===== config.mk =====
export PLATFORM = sky130hd
export DESIGN_NAME = neighbor_liveness_timeout_table_top
export DESIGN_NICKNAME = d
export VERILOG_FILES = /design/src/design/nlt_pkg.sv /design/src/design/nlt_ram.sv /design/src/design/nlt_ctrl.sv /design/src/design/nlt_dpath.sv /design/src/design/neighbor_liveness_timeout_table_top.sv
export SDC_FILE = /design/constraint.sdc
export NUM_CORES = 1
export LEC_CHECK = 0
export BUFFER_PORTS_ARGS = -buffer_cell sky130_fd_sc_hd__buf_4
export CAP_MARGIN = 20
export CORE_MARGIN = 2
export CORE_UTILIZATION = 45
export DETAILED_ROUTE_END_ITERATION = 10
export GPL_TIMING_DRIVEN = 0
export PLACE_DENSITY_LB_ADDON = 0.1
export SLEW_MARGIN = 20
export SYNTH_ARGS = -nofsm -noshare
export SYNTH_HDL_FRONTEND = slang
export SYNTH_SLANG_ARGS = --single-unit

===== constraint.sdc =====
create_clock -name i_clk -period 11.6 [get_ports i_clk]
set_clock_uncertainty 0.1 [all_clocks]
set_input_delay 1.16 -clock i_clk [delete_from_list [all_inputs] [get_ports i_clk]]
set_output_delay 1.16 -clock i_clk [all_outputs]
set_load 0.05 [all_outputs]

===== src/design/nlt_pkg.sv =====
`timescale 1ns / 1ps
`default_nettype none

package nlt_pkg;

    localparam int ADDR_W      = 32;
    localparam int COUNT_W     = 16;
    localparam int CFG_IDX_W   = 2;
    localparam int CFG_DATA_W  = 32;

    // most expiries reported for one tick
    localparam int MAX_RESULTS = 16;
    localparam int CNT_W       = $clog2(MAX_RESULTS + 1);

    localparam logic [7:0] HELLO_TYPE = 8'd2;
    localparam logic [7:0] HELLO_TTL  = 8'd1;

    localparam logic [CFG_IDX_W-1:0] REG_OWN_ADDRESS  = 2'd0;
    localparam logic [CFG_IDX_W-1:0] REG_HOLD_TICKS   = 2'd1;
    localparam logic [CFG_IDX_W-1:0] REG_HELLO_LENGTH = 2'd2;

    localparam logic [ADDR_W-1:0]  OWN_ADDRESS_RST  = 32'd0;
    localparam logic [COUNT_W-1:0] HOLD_TICKS_RST   = 16'd2000;
    localparam logic [15:0]        HELLO_LENGTH_RST = 16'd48;

    localparam logic OP_PACKET = 1'b0;
    localparam logic OP_TICK   = 1'b1;

    localparam logic KIND_FORWARD = 1'b0;
    localparam logic KIND_EXPIRED = 1'b1;

    typedef struct packed {
        logic              operation;
        logic [ADDR_W-1:0] source_address;
        logic [7:0]        time_to_live;
        logic [15:0]       packet_length;
        logic [7:0]        message_type;
        logic [ADDR_W-1:0] originator_address;
    } t_in;

    typedef struct packed {
        logic              kind;
        logic [ADDR_W-1:0] neighbour_address;
        logic              inserted;
        logic              refreshed;
        logic              table_full;
        logic              last;
    } t_out;

    typedef enum logic [2:0] {
        CMD_NONE,
        CMD_LOAD,
        CMD_SCAN,
        CMD_INSERT,
        CMD_REFRESH,
        CMD_REPORT,
        CMD_AGE,
        CMD_FLUSH
    } t_cmd;

    typedef struct packed {
        logic in_tick;
        logic in_own;
        logic last_slot;
        logic age_wait;
        logic out_free;
        logic pend_valid;
    } t_stat;

endpackage

`default_nettype wire


===== src/design/nlt_ram.sv =====
`timescale 1ns / 1ps
`default_nettype none

module nlt_ram #(
    parameter int WIDTH = 32,
    parameter int DEPTH = 16
) (
    input  wire logic                     i_clk,
    input  wire logic                     i_we,
    input  wire logic [$clog2(DEPTH)-1:0] i_waddr,
    input  wire logic [WIDTH-1:0]         i_wdata,
    input  wire logic [$clog2(DEPTH)-1:0] i_raddr,
    output logic      [WIDTH-1:0]         o_rdata
);

    logic [WIDTH-1:0] r_mem [DEPTH];
    logic [WIDTH-1:0] r_rdata;

    always_ff @(posedge i_clk) begin
        if (i_we) begin
            r_mem[i_waddr] <= i_wdata;
        end
        r_rdata <= r_mem[i_raddr];
    end

    assign o_rdata = r_rdata;

endmodule

`default_nettype wire


===== src/design/nlt_ctrl.sv =====
`timescale 1ns / 1ps
`default_nettype none

module nlt_ctrl (
    input  wire logic          i_clk,
    input  wire logic          i_rst_n,
    input  wire logic          i_in_valid,
    output logic               o_in_stall,
    input  wire nlt_pkg::t_stat i_stat,
    output nlt_pkg::t_cmd      o_cmd
);

    typedef enum logic [3:0] {
        S_IDLE,
        S_PKT_READ,
        S_PKT_SCAN,
        S_PKT_INSERT,
        S_PKT_REFRESH,
        S_PKT_REPORT,
        S_TICK_READ,
        S_TICK_AGE,
        S_TICK_FLUSH
    } t_state;

    t_state r_state;
    t_state n_state;
    logic   r_in_stall;
    logic   n_in_stall;

    always_comb begin
        n_state = r_state;
        o_cmd   = nlt_pkg::CMD_NONE;
        case (r_state)
            S_IDLE: begin
                if (i_in_valid) begin
                    o_cmd = nlt_pkg::CMD_LOAD;
                    if (i_stat.in_tick) begin
                        n_state = S_TICK_READ;
                    end else if (i_stat.in_own) begin
                        n_state = S_PKT_REPORT;
                    end else begin
                        n_state = S_PKT_READ;
                    end
                end
            end
            S_PKT_READ: begin
                n_state = S_PKT_SCAN;
            end
            S_PKT_SCAN: begin
                o_cmd   = nlt_pkg::CMD_SCAN;
                n_state = i_stat.last_slot ? S_PKT_INSERT : S_PKT_READ;
            end
            S_PKT_INSERT: begin
                o_cmd   = nlt_pkg::CMD_INSERT;
                n_state = S_PKT_REFRESH;
            end
            S_PKT_REFRESH: begin
                o_cmd   = nlt_pkg::CMD_REFRESH;
                n_state = S_PKT_REPORT;
            end
            S_PKT_REPORT: begin
                o_cmd = nlt_pkg::CMD_REPORT;
                if (i_stat.out_free) begin
                    n_state = S_IDLE;
                end
            end
            S_TICK_READ: begin
                n_state = S_TICK_AGE;
            end
            S_TICK_AGE: begin
                o_cmd = nlt_pkg::CMD_AGE;
                if (!i_stat.age_wait) begin
                    n_state = i_stat.last_slot ? S_TICK_FLUSH : S_TICK_READ;
                end
            end
            S_TICK_FLUSH: begin
                o_cmd = nlt_pkg::CMD_FLUSH;
                if (!i_stat.pend_valid || i_stat.out_free) begin
                    n_state = S_IDLE;
                end
            end
            default: begin
                n_state = S_IDLE;
            end
        endcase
        n_in_stall = (n_state != S_IDLE);
    end

    always_ff @(posedge i_clk) begin
        if (!i_rst_n) begin
            r_state    <= S_IDLE;
            r_in_stall <= 1'b0;
        end else begin
            r_state    <= n_state;
            r_in_stall <= n_in_stall;
        end
    end

    assign o_in_stall = r_in_stall;

    a_stall_matches_state: assert property (@(posedge i_clk) disable iff (!i_rst_n)
        r_in_stall == (r_state != S_IDLE))
        else $error("input stall out of step with state");

    a_load_only_idle: assert property (@(posedge i_clk) disable iff (!i_rst_n)
        (o_cmd == nlt_pkg::CMD_LOAD) |-> (r_state == S_IDLE && i_in_valid))
        else $error("item loaded outside idle");

    a_scan_ends_in_insert: assert property (@(posedge i_clk) disable iff (!i_rst_n)
        (r_state == S_PKT_SCAN && i_stat.last_slot) |=> (r_state == S_PKT_INSERT))
        else $error("packet scan did not end in insert step");

endmodule

`default_nettype wire


===== src/design/nlt_dpath.sv =====
`timescale 1ns / 1ps
`default_nettype none

module nlt_dpath #(
    parameter int TABLE_DEPTH = 16
) (
    input  wire logic                             i_clk,
    input  wire logic                             i_rst_n,
    input  wire nlt_pkg::t_in                     i_in_data,
    input  wire logic                             i_cfg_valid,
    input  wire logic [nlt_pkg::CFG_IDX_W-1:0]    i_cfg_index,
    input  wire logic [nlt_pkg::CFG_DATA_W-1:0]   i_cfg_data,
    input  wire nlt_pkg::t_cmd                    i_cmd,
    output nlt_pkg::t_stat                        o_stat,
    input  wire logic                             i_out_stall,
    output logic                                  o_out_valid,
    output nlt_pkg::t_out                         o_out_data
);

    localparam int IW = $clog2(TABLE_DEPTH);

    logic [nlt_pkg::ADDR_W-1:0]  r_own_address;
    logic [nlt_pkg::COUNT_W-1:0] r_hold_ticks;
    logic [15:0]                 r_hello_length;

    nlt_pkg::t_in                r_item;
    logic [TABLE_DEPTH-1:0]      r_valid;
    logic [IW-1:0]               r_idx;
    logic                        r_orig_found;
    logic                        r_src_found;
    logic [IW-1:0]               r_src_idx;
    logic                        r_free_found;
    logic [IW-1:0]               r_free_idx;
    logic                        r_ins;
    logic                        r_full;
    logic [nlt_pkg::CNT_W-1:0]   r_n;
    logic                        r_pend_valid;
    logic [nlt_pkg::ADDR_W-1:0]  r_pend_addr;
    logic                        r_out_valid;
    nlt_pkg::t_out               r_out;

    logic [nlt_pkg::ADDR_W-1:0]  addr_rdata;
    logic [nlt_pkg::COUNT_W-1:0] cd_rdata;
    logic [nlt_pkg::COUNT_W-1:0] cd_dec;
    logic                        cur_valid;
    logic                        last_slot;
    logic                        out_free;
    logic                        hello;
    logic                        do_ins;
    logic                        exp_hit;
    logic                        age_wait;
    logic                        push;
    nlt_pkg::t_out               push_data;
    logic                        addr_we;
    logic                        cd_we;
    logic [IW-1:0]               cd_waddr;
    logic [nlt_pkg::COUNT_W-1:0] cd_wdata;

    assign cur_valid = r_valid[r_idx];
    assign last_slot = (r_idx == IW'(TABLE_DEPTH - 1));
    assign out_free  = !r_out_valid || !i_out_stall;
    assign hello     = (r_item.packet_length == r_hello_length)
                    && (r_item.message_type == nlt_pkg::HELLO_TYPE)
                    && (r_item.time_to_live == nlt_pkg::HELLO_TTL);
    assign do_ins    = hello && !r_orig_found && r_free_found;
    assign cd_dec    = (cd_rdata == '0) ? '0 : cd_rdata - 1'b1;
    // entries past the per-tick report limit stay valid, parked at zero
    assign exp_hit   = cur_valid && (cd_dec == '0)
                    && (r_n < nlt_pkg::CNT_W'(nlt_pkg::MAX_RESULTS));
    // an expiry needs the pending slot emptied into the output register first
    assign age_wait  = exp_hit && r_pend_valid && !out_free;

    always_comb begin
        o_stat.in_tick    = (i_in_data.operation == nlt_pkg::OP_TICK);
        o_stat.in_own     = (i_in_data.source_address == r_own_address);
        o_stat.last_slot  = last_slot;
        o_stat.age_wait   = age_wait;
        o_stat.out_free   = out_free;
        o_stat.pend_valid = r_pend_valid;
    end

    always_comb begin
        push                        = 1'b0;
        push_data.kind              = nlt_pkg::KIND_EXPIRED;
        push_data.neighbour_address = r_pend_addr;
        push_data.inserted          = 1'b0;
        push_data.refreshed         = 1'b0;
        push_data.table_full        = 1'b0;
        push_data.last              = 1'b0;
        case (i_cmd)
            nlt_pkg::CMD_REPORT: begin
                push                        = out_free;
                push_data.kind              = nlt_pkg::KIND_FORWARD;
                push_data.neighbour_address = '0;
                push_data.inserted          = r_ins;
                push_data.refreshed         = r_src_found;
                push_data.table_full        = r_full;
                push_data.last              = 1'b1;
            end
            nlt_pkg::CMD_AGE: begin
                push = exp_hit && r_pend_valid && out_free;
            end
            nlt_pkg::CMD_FLUSH: begin
                push           = r_pend_valid && out_free;
                push_data.last = 1'b1;
            end
            default: begin
                push = 1'b0;
            end
        endcase
    end

    always_comb begin
        addr_we  = (i_cmd == nlt_pkg::CMD_INSERT) && do_ins;
        cd_we    = 1'b0;
        cd_waddr = r_idx;
        cd_wdata = r_hold_ticks;
        case (i_cmd)
            nlt_pkg::CMD_INSERT: begin
                cd_we    = do_ins;
                cd_waddr = r_free_idx;
            end
            nlt_pkg::CMD_REFRESH: begin
                cd_we    = r_src_found;
                cd_waddr = r_src_idx;
            end
            nlt_pkg::CMD_AGE: begin
                cd_we    = cur_valid && !age_wait;
                cd_wdata = cd_dec;
            end
            default: begin
                cd_we = 1'b0;
            end
        endcase
    end

    nlt_ram #(
        .WIDTH (nlt_pkg::ADDR_W),
        .DEPTH (TABLE_DEPTH)
    ) u_addr_ram (
        .i_clk   (i_clk),
        .i_we    (addr_we),
        .i_waddr (r_free_idx),
        .i_wdata (r_item.originator_address),
        .i_raddr (r_idx),
        .o_rdata (addr_rdata)
    );

    nlt_ram #(
        .WIDTH (nlt_pkg::COUNT_W),
        .DEPTH (TABLE_DEPTH)
    ) u_count_ram (
        .i_clk   (i_clk),
        .i_we    (cd_we),
        .i_waddr (cd_waddr),
        .i_wdata (cd_wdata),
        .i_raddr (r_idx),
        .o_rdata (cd_rdata)
    );

    always_ff @(posedge i_clk) begin
        if (!i_rst_n) begin
            r_own_address  <= nlt_pkg::OWN_ADDRESS_RST;
            r_hold_ticks   <= nlt_pkg::HOLD_TICKS_RST;
            r_hello_length <= nlt_pkg::HELLO_LENGTH_RST;
        end else if (i_cfg_valid) begin
            case (i_cfg_index)
                nlt_pkg::REG_OWN_ADDRESS:  r_own_address  <= i_cfg_data;
                nlt_pkg::REG_HOLD_TICKS:   r_hold_ticks   <= i_cfg_data[nlt_pkg::COUNT_W-1:0];
                nlt_pkg::REG_HELLO_LENGTH: r_hello_length <= i_cfg_data[15:0];
                default: begin
                    r_own_address <= r_own_address;
                end
            endcase
        end
    end

    always_ff @(posedge i_clk) begin
        if (!i_rst_n) begin
            r_valid      <= '0;
            r_idx        <= '0;
            r_orig_found <= 1'b0;
            r_src_found  <= 1'b0;
            r_free_found <= 1'b0;
            r_ins        <= 1'b0;
            r_full       <= 1'b0;
            r_n          <= '0;
            r_pend_valid <= 1'b0;
            r_out_valid  <= 1'b0;
        end else begin
            case (i_cmd)
                nlt_pkg::CMD_LOAD: begin
                    r_item       <= i_in_data;
                    r_idx        <= '0;
                    r_orig_found <= 1'b0;
                    r_src_found  <= 1'b0;
                    r_free_found <= 1'b0;
                    r_ins        <= 1'b0;
                    r_full       <= 1'b0;
                    r_n          <= '0;
                    r_pend_valid <= 1'b0;
                end
                nlt_pkg::CMD_SCAN: begin
                    if (cur_valid && addr_rdata == r_item.originator_address) begin
                        r_orig_found <= 1'b1;
                    end
                    if (cur_valid && addr_rdata == r_item.source_address) begin
                        r_src_found <= 1'b1;
                        r_src_idx   <= r_idx;
                    end
                    if (!cur_valid && !r_free_found) begin
                        r_free_found <= 1'b1;
                        r_free_idx   <= r_idx;
                    end
                    if (!last_slot) begin
                        r_idx <= r_idx + 1'b1;
                    end
                end
                nlt_pkg::CMD_INSERT: begin
                    if (do_ins) begin
                        r_valid[r_free_idx] <= 1'b1;
                        r_ins               <= 1'b1;
                        // hello from its own source refreshes the new entry
                        if (r_item.originator_address == r_item.source_address) begin
                            r_src_found <= 1'b1;
                            r_src_idx   <= r_free_idx;
                        end
                    end
                    if (hello && !r_orig_found && !r_free_found) begin
                        r_full <= 1'b1;
                    end
                end
                nlt_pkg::CMD_AGE: begin
                    if (!age_wait) begin
                        if (exp_hit) begin
                            r_valid[r_idx] <= 1'b0;
                            r_n            <= r_n + 1'b1;
                            r_pend_valid   <= 1'b1;
                            r_pend_addr    <= addr_rdata;
                        end
                        if (!last_slot) begin
                            r_idx <= r_idx + 1'b1;
                        end
                    end
                end
                nlt_pkg::CMD_FLUSH: begin
                    if (out_free) begin
                        r_pend_valid <= 1'b0;
                    end
                end
                default: begin
                    r_idx <= r_idx;
                end
            endcase

            if (push) begin
                r_out_valid <= 1'b1;
                r_out       <= push_data;
            end else if (!i_out_stall) begin
                r_out_valid <= 1'b0;
            end
        end
    end

    assign o_out_valid = r_out_valid;
    assign o_out_data  = r_out;

    a_report_limit: assert property (@(posedge i_clk) disable iff (!i_rst_n)
        r_n <= nlt_pkg::CNT_W'(nlt_pkg::MAX_RESULTS))
        else $error("more expiries than the per-tick limit");

    a_no_pending_on_load: assert property (@(posedge i_clk) disable iff (!i_rst_n)
        (i_cmd == nlt_pkg::CMD_LOAD) |-> !r_pend_valid)
        else $error("expiry left pending at new item");

    a_insert_free_slot: assert property (@(posedge i_clk) disable iff (!i_rst_n)
        (i_cmd == nlt_pkg::CMD_INSERT && do_ins) |-> !r_valid[r_free_idx])
        else $error("insert into a live slot");

    a_ins_full_exclusive: assert property (@(posedge i_clk) disable iff (!i_rst_n)
        !(r_ins && r_full))
        else $error("insert and table full both flagged");

endmodule

`default_nettype wire


===== src/design/neighbor_liveness_timeout_table_top.sv =====
`timescale 1ns / 1ps
`default_nettype none

// neighbor liveness table: live neighbours with a countdown each.
// input channel (i_in_valid / o_in_stall, i_in_data) takes a packet or a tick.
// a packet from another node is matched against the table, may insert its
// originator when it is a hello, and reloads its source's countdown if held; it
// gives one result with last set. a tick ages every entry and reports each
// entry that runs out (up to 16 per tick, lowest slot first), the final one
// with last set; a tick with no expiry gives no result.
// the table sits in two single-port-write rams, scanned one slot at a time
// (read, then compare or age). a packet steps through the scan, then insert,
// refresh and report; an own packet goes straight to its report step; a tick
// ends with a flush step. o_in_stall is high while an item is busy.
// results leave through a one-entry output register; while the receiver
// stalls, a tick scan holds at the next expiry once one result is parked
// behind the register and a packet waits at its report step.
// synchronous active-low reset clears valid bits, flags and control state.
// configuration writes (i_cfg_valid, o_cfg_ready) are always taken; index 3
// is ignored; write only while the block is idle.
module neighbor_liveness_timeout_table_top #(
    parameter int TABLE_DEPTH = 16
) (
    input  wire logic                            i_clk,
    input  wire logic                            i_rst_n,
    input  wire logic                            i_in_valid,
    output logic                                 o_in_stall,
    input  wire nlt_pkg::t_in                    i_in_data,
    output logic                                 o_out_valid,
    input  wire logic                            i_out_stall,
    output nlt_pkg::t_out                        o_out_data,
    input  wire logic                            i_cfg_valid,
    output logic                                 o_cfg_ready,
    input  wire logic [nlt_pkg::CFG_IDX_W-1:0]   i_cfg_index,
    input  wire logic [nlt_pkg::CFG_DATA_W-1:0]  i_cfg_data
);

    nlt_pkg::t_cmd  cmd;
    nlt_pkg::t_stat stat;

    assign o_cfg_ready = 1'b1;

    nlt_ctrl u_ctrl (
        .i_clk      (i_clk),
        .i_rst_n    (i_rst_n),
        .i_in_valid (i_in_valid),
        .o_in_stall (o_in_stall),
        .i_stat     (stat),
        .o_cmd      (cmd)
    );

    nlt_dpath #(
        .TABLE_DEPTH (TABLE_DEPTH)
    ) u_dpath (
        .i_clk       (i_clk),
        .i_rst_n     (i_rst_n),
        .i_in_data   (i_in_data),
        .i_cfg_valid (i_cfg_valid),
        .i_cfg_index (i_cfg_index),
        .i_cfg_data  (i_cfg_data),
        .i_cmd       (cmd),
        .o_stat      (stat),
        .i_out_stall (i_out_stall),
        .o_out_valid (o_out_valid),
        .o_out_data  (o_out_data)
    );

endmodule

`default_nettype wire

==> impl_metrics.toml <==
[outcome]
status = "completed"

[critical_path]
worstPathMaxFanout = 10
endpoint_kind = "flip-flop"
reg2reg_from = "u_dpath.r_idx[0]$_SDFFE_PN0P_"
r2r_slack_ns = 7.05
crit_type = "flip-flop to flip-flop"
cp_cell_sequence = "buf_2 -> clkbuf_1 -> clkbuf_1 -> a21oi_1 -> nand2b_1 -> nor3_2 -> buf_4 -> buf_4"
worst_ep_arrival_time_ns = 4.83
r2r_cells = 8
required_ns = 11.87
slowest_stage = "clkbuf_1"
r2r-end = "u_dpath.u_count_ram.r_mem[9][9]$_DFFE_PP_"
cp_slowest_stage_delay_ns = 0.71
startpoint_type = "flip-flop"

[global_routing]
grt-ovfl-total = 0
grt_pass1_vias = 22501
grt_use_met3_pct = 3.563
grt_pass1_wl_mm = 154.6
grt_util_all_layers_pct = 22.65
antenna_found_initial = 0
grt.busiest_layer = "met2"
met1_usage_pct = 32.37
grt_start_max_net_pins = 27
grtUsageMet2_pct = 36.80

[floorplanning]
initial_core_util_pct = 45.51
rows = 111
io_pins = 176
die-height_um = 308.9
coreArea_um2 = 91940
fp.dieW_um = 308.9
die-area_um2 = 95440

[clock_tree]
clk_latency_ns = 0.69
htreeDepth = 3
cts_made_buffers = 112
ctsHoldBuffers = 0
clockBufferDepth = 3
cts_tree = "built"
cts_setup_buffers = 0
cts.sinks = 1090
clockRootBuffer = "clkbuf_16"
cts_resized = 0
clk_pin_slew_worst_paths_ns = 0.06

[logic_synthesis]
synth_edf_count = 941
netlist_area_um2 = 41840
syn_nets = 2369
synth_flop_cell = "edfxtp_1"
synthDistinctLibCells = 61
ys_seq_elements = 1090
synthArstFlopShare_pct = 0
avgSynthCellArea_um2 = 18.79
syn_inst = 2227
ys_seq_area_share_pct = 74.66
yosysWarnings = 0

[timing]
tightest_slew_ns = 1.173
fin_tns_setup_ns = 0
slew_viol_final = 0
setup_viol = 0
rsz0062_at_grt = "false"
fmax_mhz = 219.5
hold_viol = 0
post-route-period-util_pct = 39.27
slew_headroom_pct = 21.77
min_period_ns = 4.555

[finish]
area_growth_pct = 19.26
fill_cells = 7217
fin_area_um2 = 49900
seqCellArea_um2 = 31240
multi_input_area_um2 = 10450
diodes = 0
final_cells = 3955
fin_nets = 2759
final_layout_size_suffix_gt1_share_pct = 27.99

[pwr]
irDropWorstVdd_mv = 0.1318
p_per_area_nw_per_um2 = 171.7
power.leakage_uw = 0.01590
power_uw = 8566

[placed_design]
dpl.hpwl_mm = 76.44
placedInstanceArea_um2 = 46110
placed_cells = 3742
numPortBuffers = 174
gp_congestion = 0.9089

[drt]
drcViolationCount = 0
finalWirelength_mm = 108.2
viasPerCell = 5.662
vias = 22393
wl_per_cell_um = 27.36
drt_first_pass_iters = 5
drt-initial-drc-count = 2497
ant_nets = 0

[worst_hold_path]
hold_path_class = "flip-flop to flip-flop"
hold_path_end = "u_dpath.r_hello_length[12]$_SDFFE_PN0P_"
min-delay-start = "u_dpath.r_hello_length[12]$_SDFFE_PN0P_"
min_path_cells = 2

[job]
max_cap_viol_count = 0
==> critical path, delay by kind of cell (launching register included) <==
| family | cells | cell delay, ns |
|---|---|---|
| buffers and inverters | 5 | 2.35 |
| DFF | 1 | 0.46 |
| AOI/OAI and AO/OA | 1 | 0.42 |
| and+or+nand+nor | 2 | 0.90 |
==> area by class of cell <==
class	count	area share, %
Inverter	12	0.09026
Clock buffer	153	6.318
Multi-Input combinational cell	1026	20.94
Sequential cell	1090	62.60
Buffer	99	0.7848
Clock inverter	56	1.151
Timing Repair Buffer	276	4.997
Tap cell	1243	3.117
==> synthesized netlist by cell type, types with 4 or more instances <==
cell type	n	area, µm²
or2_2	5	31.28
inv_1	12	45.04
xor2_1	77	674.4
nand3b_1	4	30.03
and3_1	4	25.02
nand2_1	201	754.5
nor2b_1	37	231.5
or4_1	6	45.04
nor4_1	34	212.7
o31ai_1	11	82.58
buf_1	16	60.06
or3_1	5	31.28
a21oi_1	81	405.4
nor2_1	42	157.7
dfxtp_1	149	2983
edfxtp_1	941	28260
clkbuf_1	78	292.8
xnor2_1	78	683.2
mux4_2	244	5495
and2_1	5	31.28
o211ai_1	15	112.6
nand2b_1	7	43.79
o21ai_0	31	155.2
nor3_1	34	170.2
nand3_1	27	135.1
ha_1	6	75.07
nand4_1	26	162.7
==> worst max-delay path by stage <==
stage / from / end
2_1_floorplan: i_rst_n / u_dpath.r_item[0]$_DFFE_PP_
6_report: u_dpath.r_idx[0]$_SDFFE_PN0P_ / u_dpath.u_count_ram.r_mem[9][9]$_DFFE_PP_
5_1_grt: u_dpath.r_idx[0]$_SDFFE_PN0P_ / u_dpath.u_count_ram.r_mem[9][10]$_DFFE_PP_
3_5_place_dp: u_dpath.r_idx[0]$_SDFFE_PN0P_ / u_dpath.u_count_ram.r_mem[9][10]$_DFFE_PP_
4_1_cts: u_dpath.r_idx[0]$_SDFFE_PN0P_ / u_dpath.u_count_ram.r_mem[9][7]$_DFFE_PP_
3_3_place_gp: i_rst_n / u_dpath.r_item[31]$_DFFE_PP_
==> cell usage in the layout (no fill, tap or decap), types with 6 or more instances in the layout <==
master / n
edfxtp_1: 941
mux4_2: 244
buf_4: 224
nand2_1: 201
dfxtp_1: 149
clkbuf_16: 114
clkbuf_1: 99
a21oi_1: 81
xnor2_1: 78
xor2_1: 77
nor2b_1: 37
nor4_1: 30
nand3_1: 27
nor2_1: 27
nand4_1: 26
o21ai_0: 24
nor3_2: 19
clkinv_2: 19
buf_12: 19
clkinv_1: 18
nor3_1: 17
buf_6: 16
o211ai_1: 15
clkbuf_8: 15
buf_1: 14
nor2_4: 14
buf_2: 12
inv_1: 11
bufinv_16: 11
nand2b_1: 7
or4_1: 6
ha_1: 6
buf_16: 6
==> sequential cells by signal, indices dropped and copies added, names as in the netlist, 5 cells and up <==
signal / flops
u_dpath.r_own_address: 32
u_dpath.u_count_ram.r_mem: 256
u_dpath.r_n: 5
u_dpath.r_hold_ticks: 16
u_dpath.u_addr_ram.r_mem: 512
u_dpath.r_valid: 16
u_dpath.o_out_data: 37
u_dpath.r_item: 96
u_dpath.r_pend_addr: 32
u_dpath.r_hello_length: 16
u_dpath.u_count_ram.o_rdata: 16
u_dpath.u_addr_ram.o_rdata: 32
==> stage by stage <==
step                worst slack (ns)  utilization [%]  hold WS (ns)
floorplan                      5.518                -        0.3273
global placement               2.127            48.62        0.3445
detailed placement             6.965            50.16        0.3612
CTS                            6.903            54.21        0.3693
global route                   6.804            54.28        0.3869
finish                         7.045            54.28        0.3672
==> cells by family (layout without fill, tap and decap cells) <==
family	after synthesis	count (layout)	synth area share [%]
DFF	1090	1090	74.66
and+or+nand+nor	453	453	5.314
muxes	246	246	13.18
AOI/OAI and AO/OA	165	165	2.377
xor gates and xnor gates	155	155	3.244
buffers and inverters	111	596	1.032
adders and majority gates	6	6	0.1794
other	1	1	0.008962
==> routing by layer <==
layer,part of all wire [%],routed length [µm]
met1,43,46900
met2,48,51840
met3,6.8,7311
met4,2.0,2144
met5,0,0
==> where the power goes <==
group / switching [µW] / internal [µW]
Combinational: 273 / 255
Clock: 1480 / 2140
Sequential: 104 / 4310
Note: power is estimated with default switching activity, not from simulation.
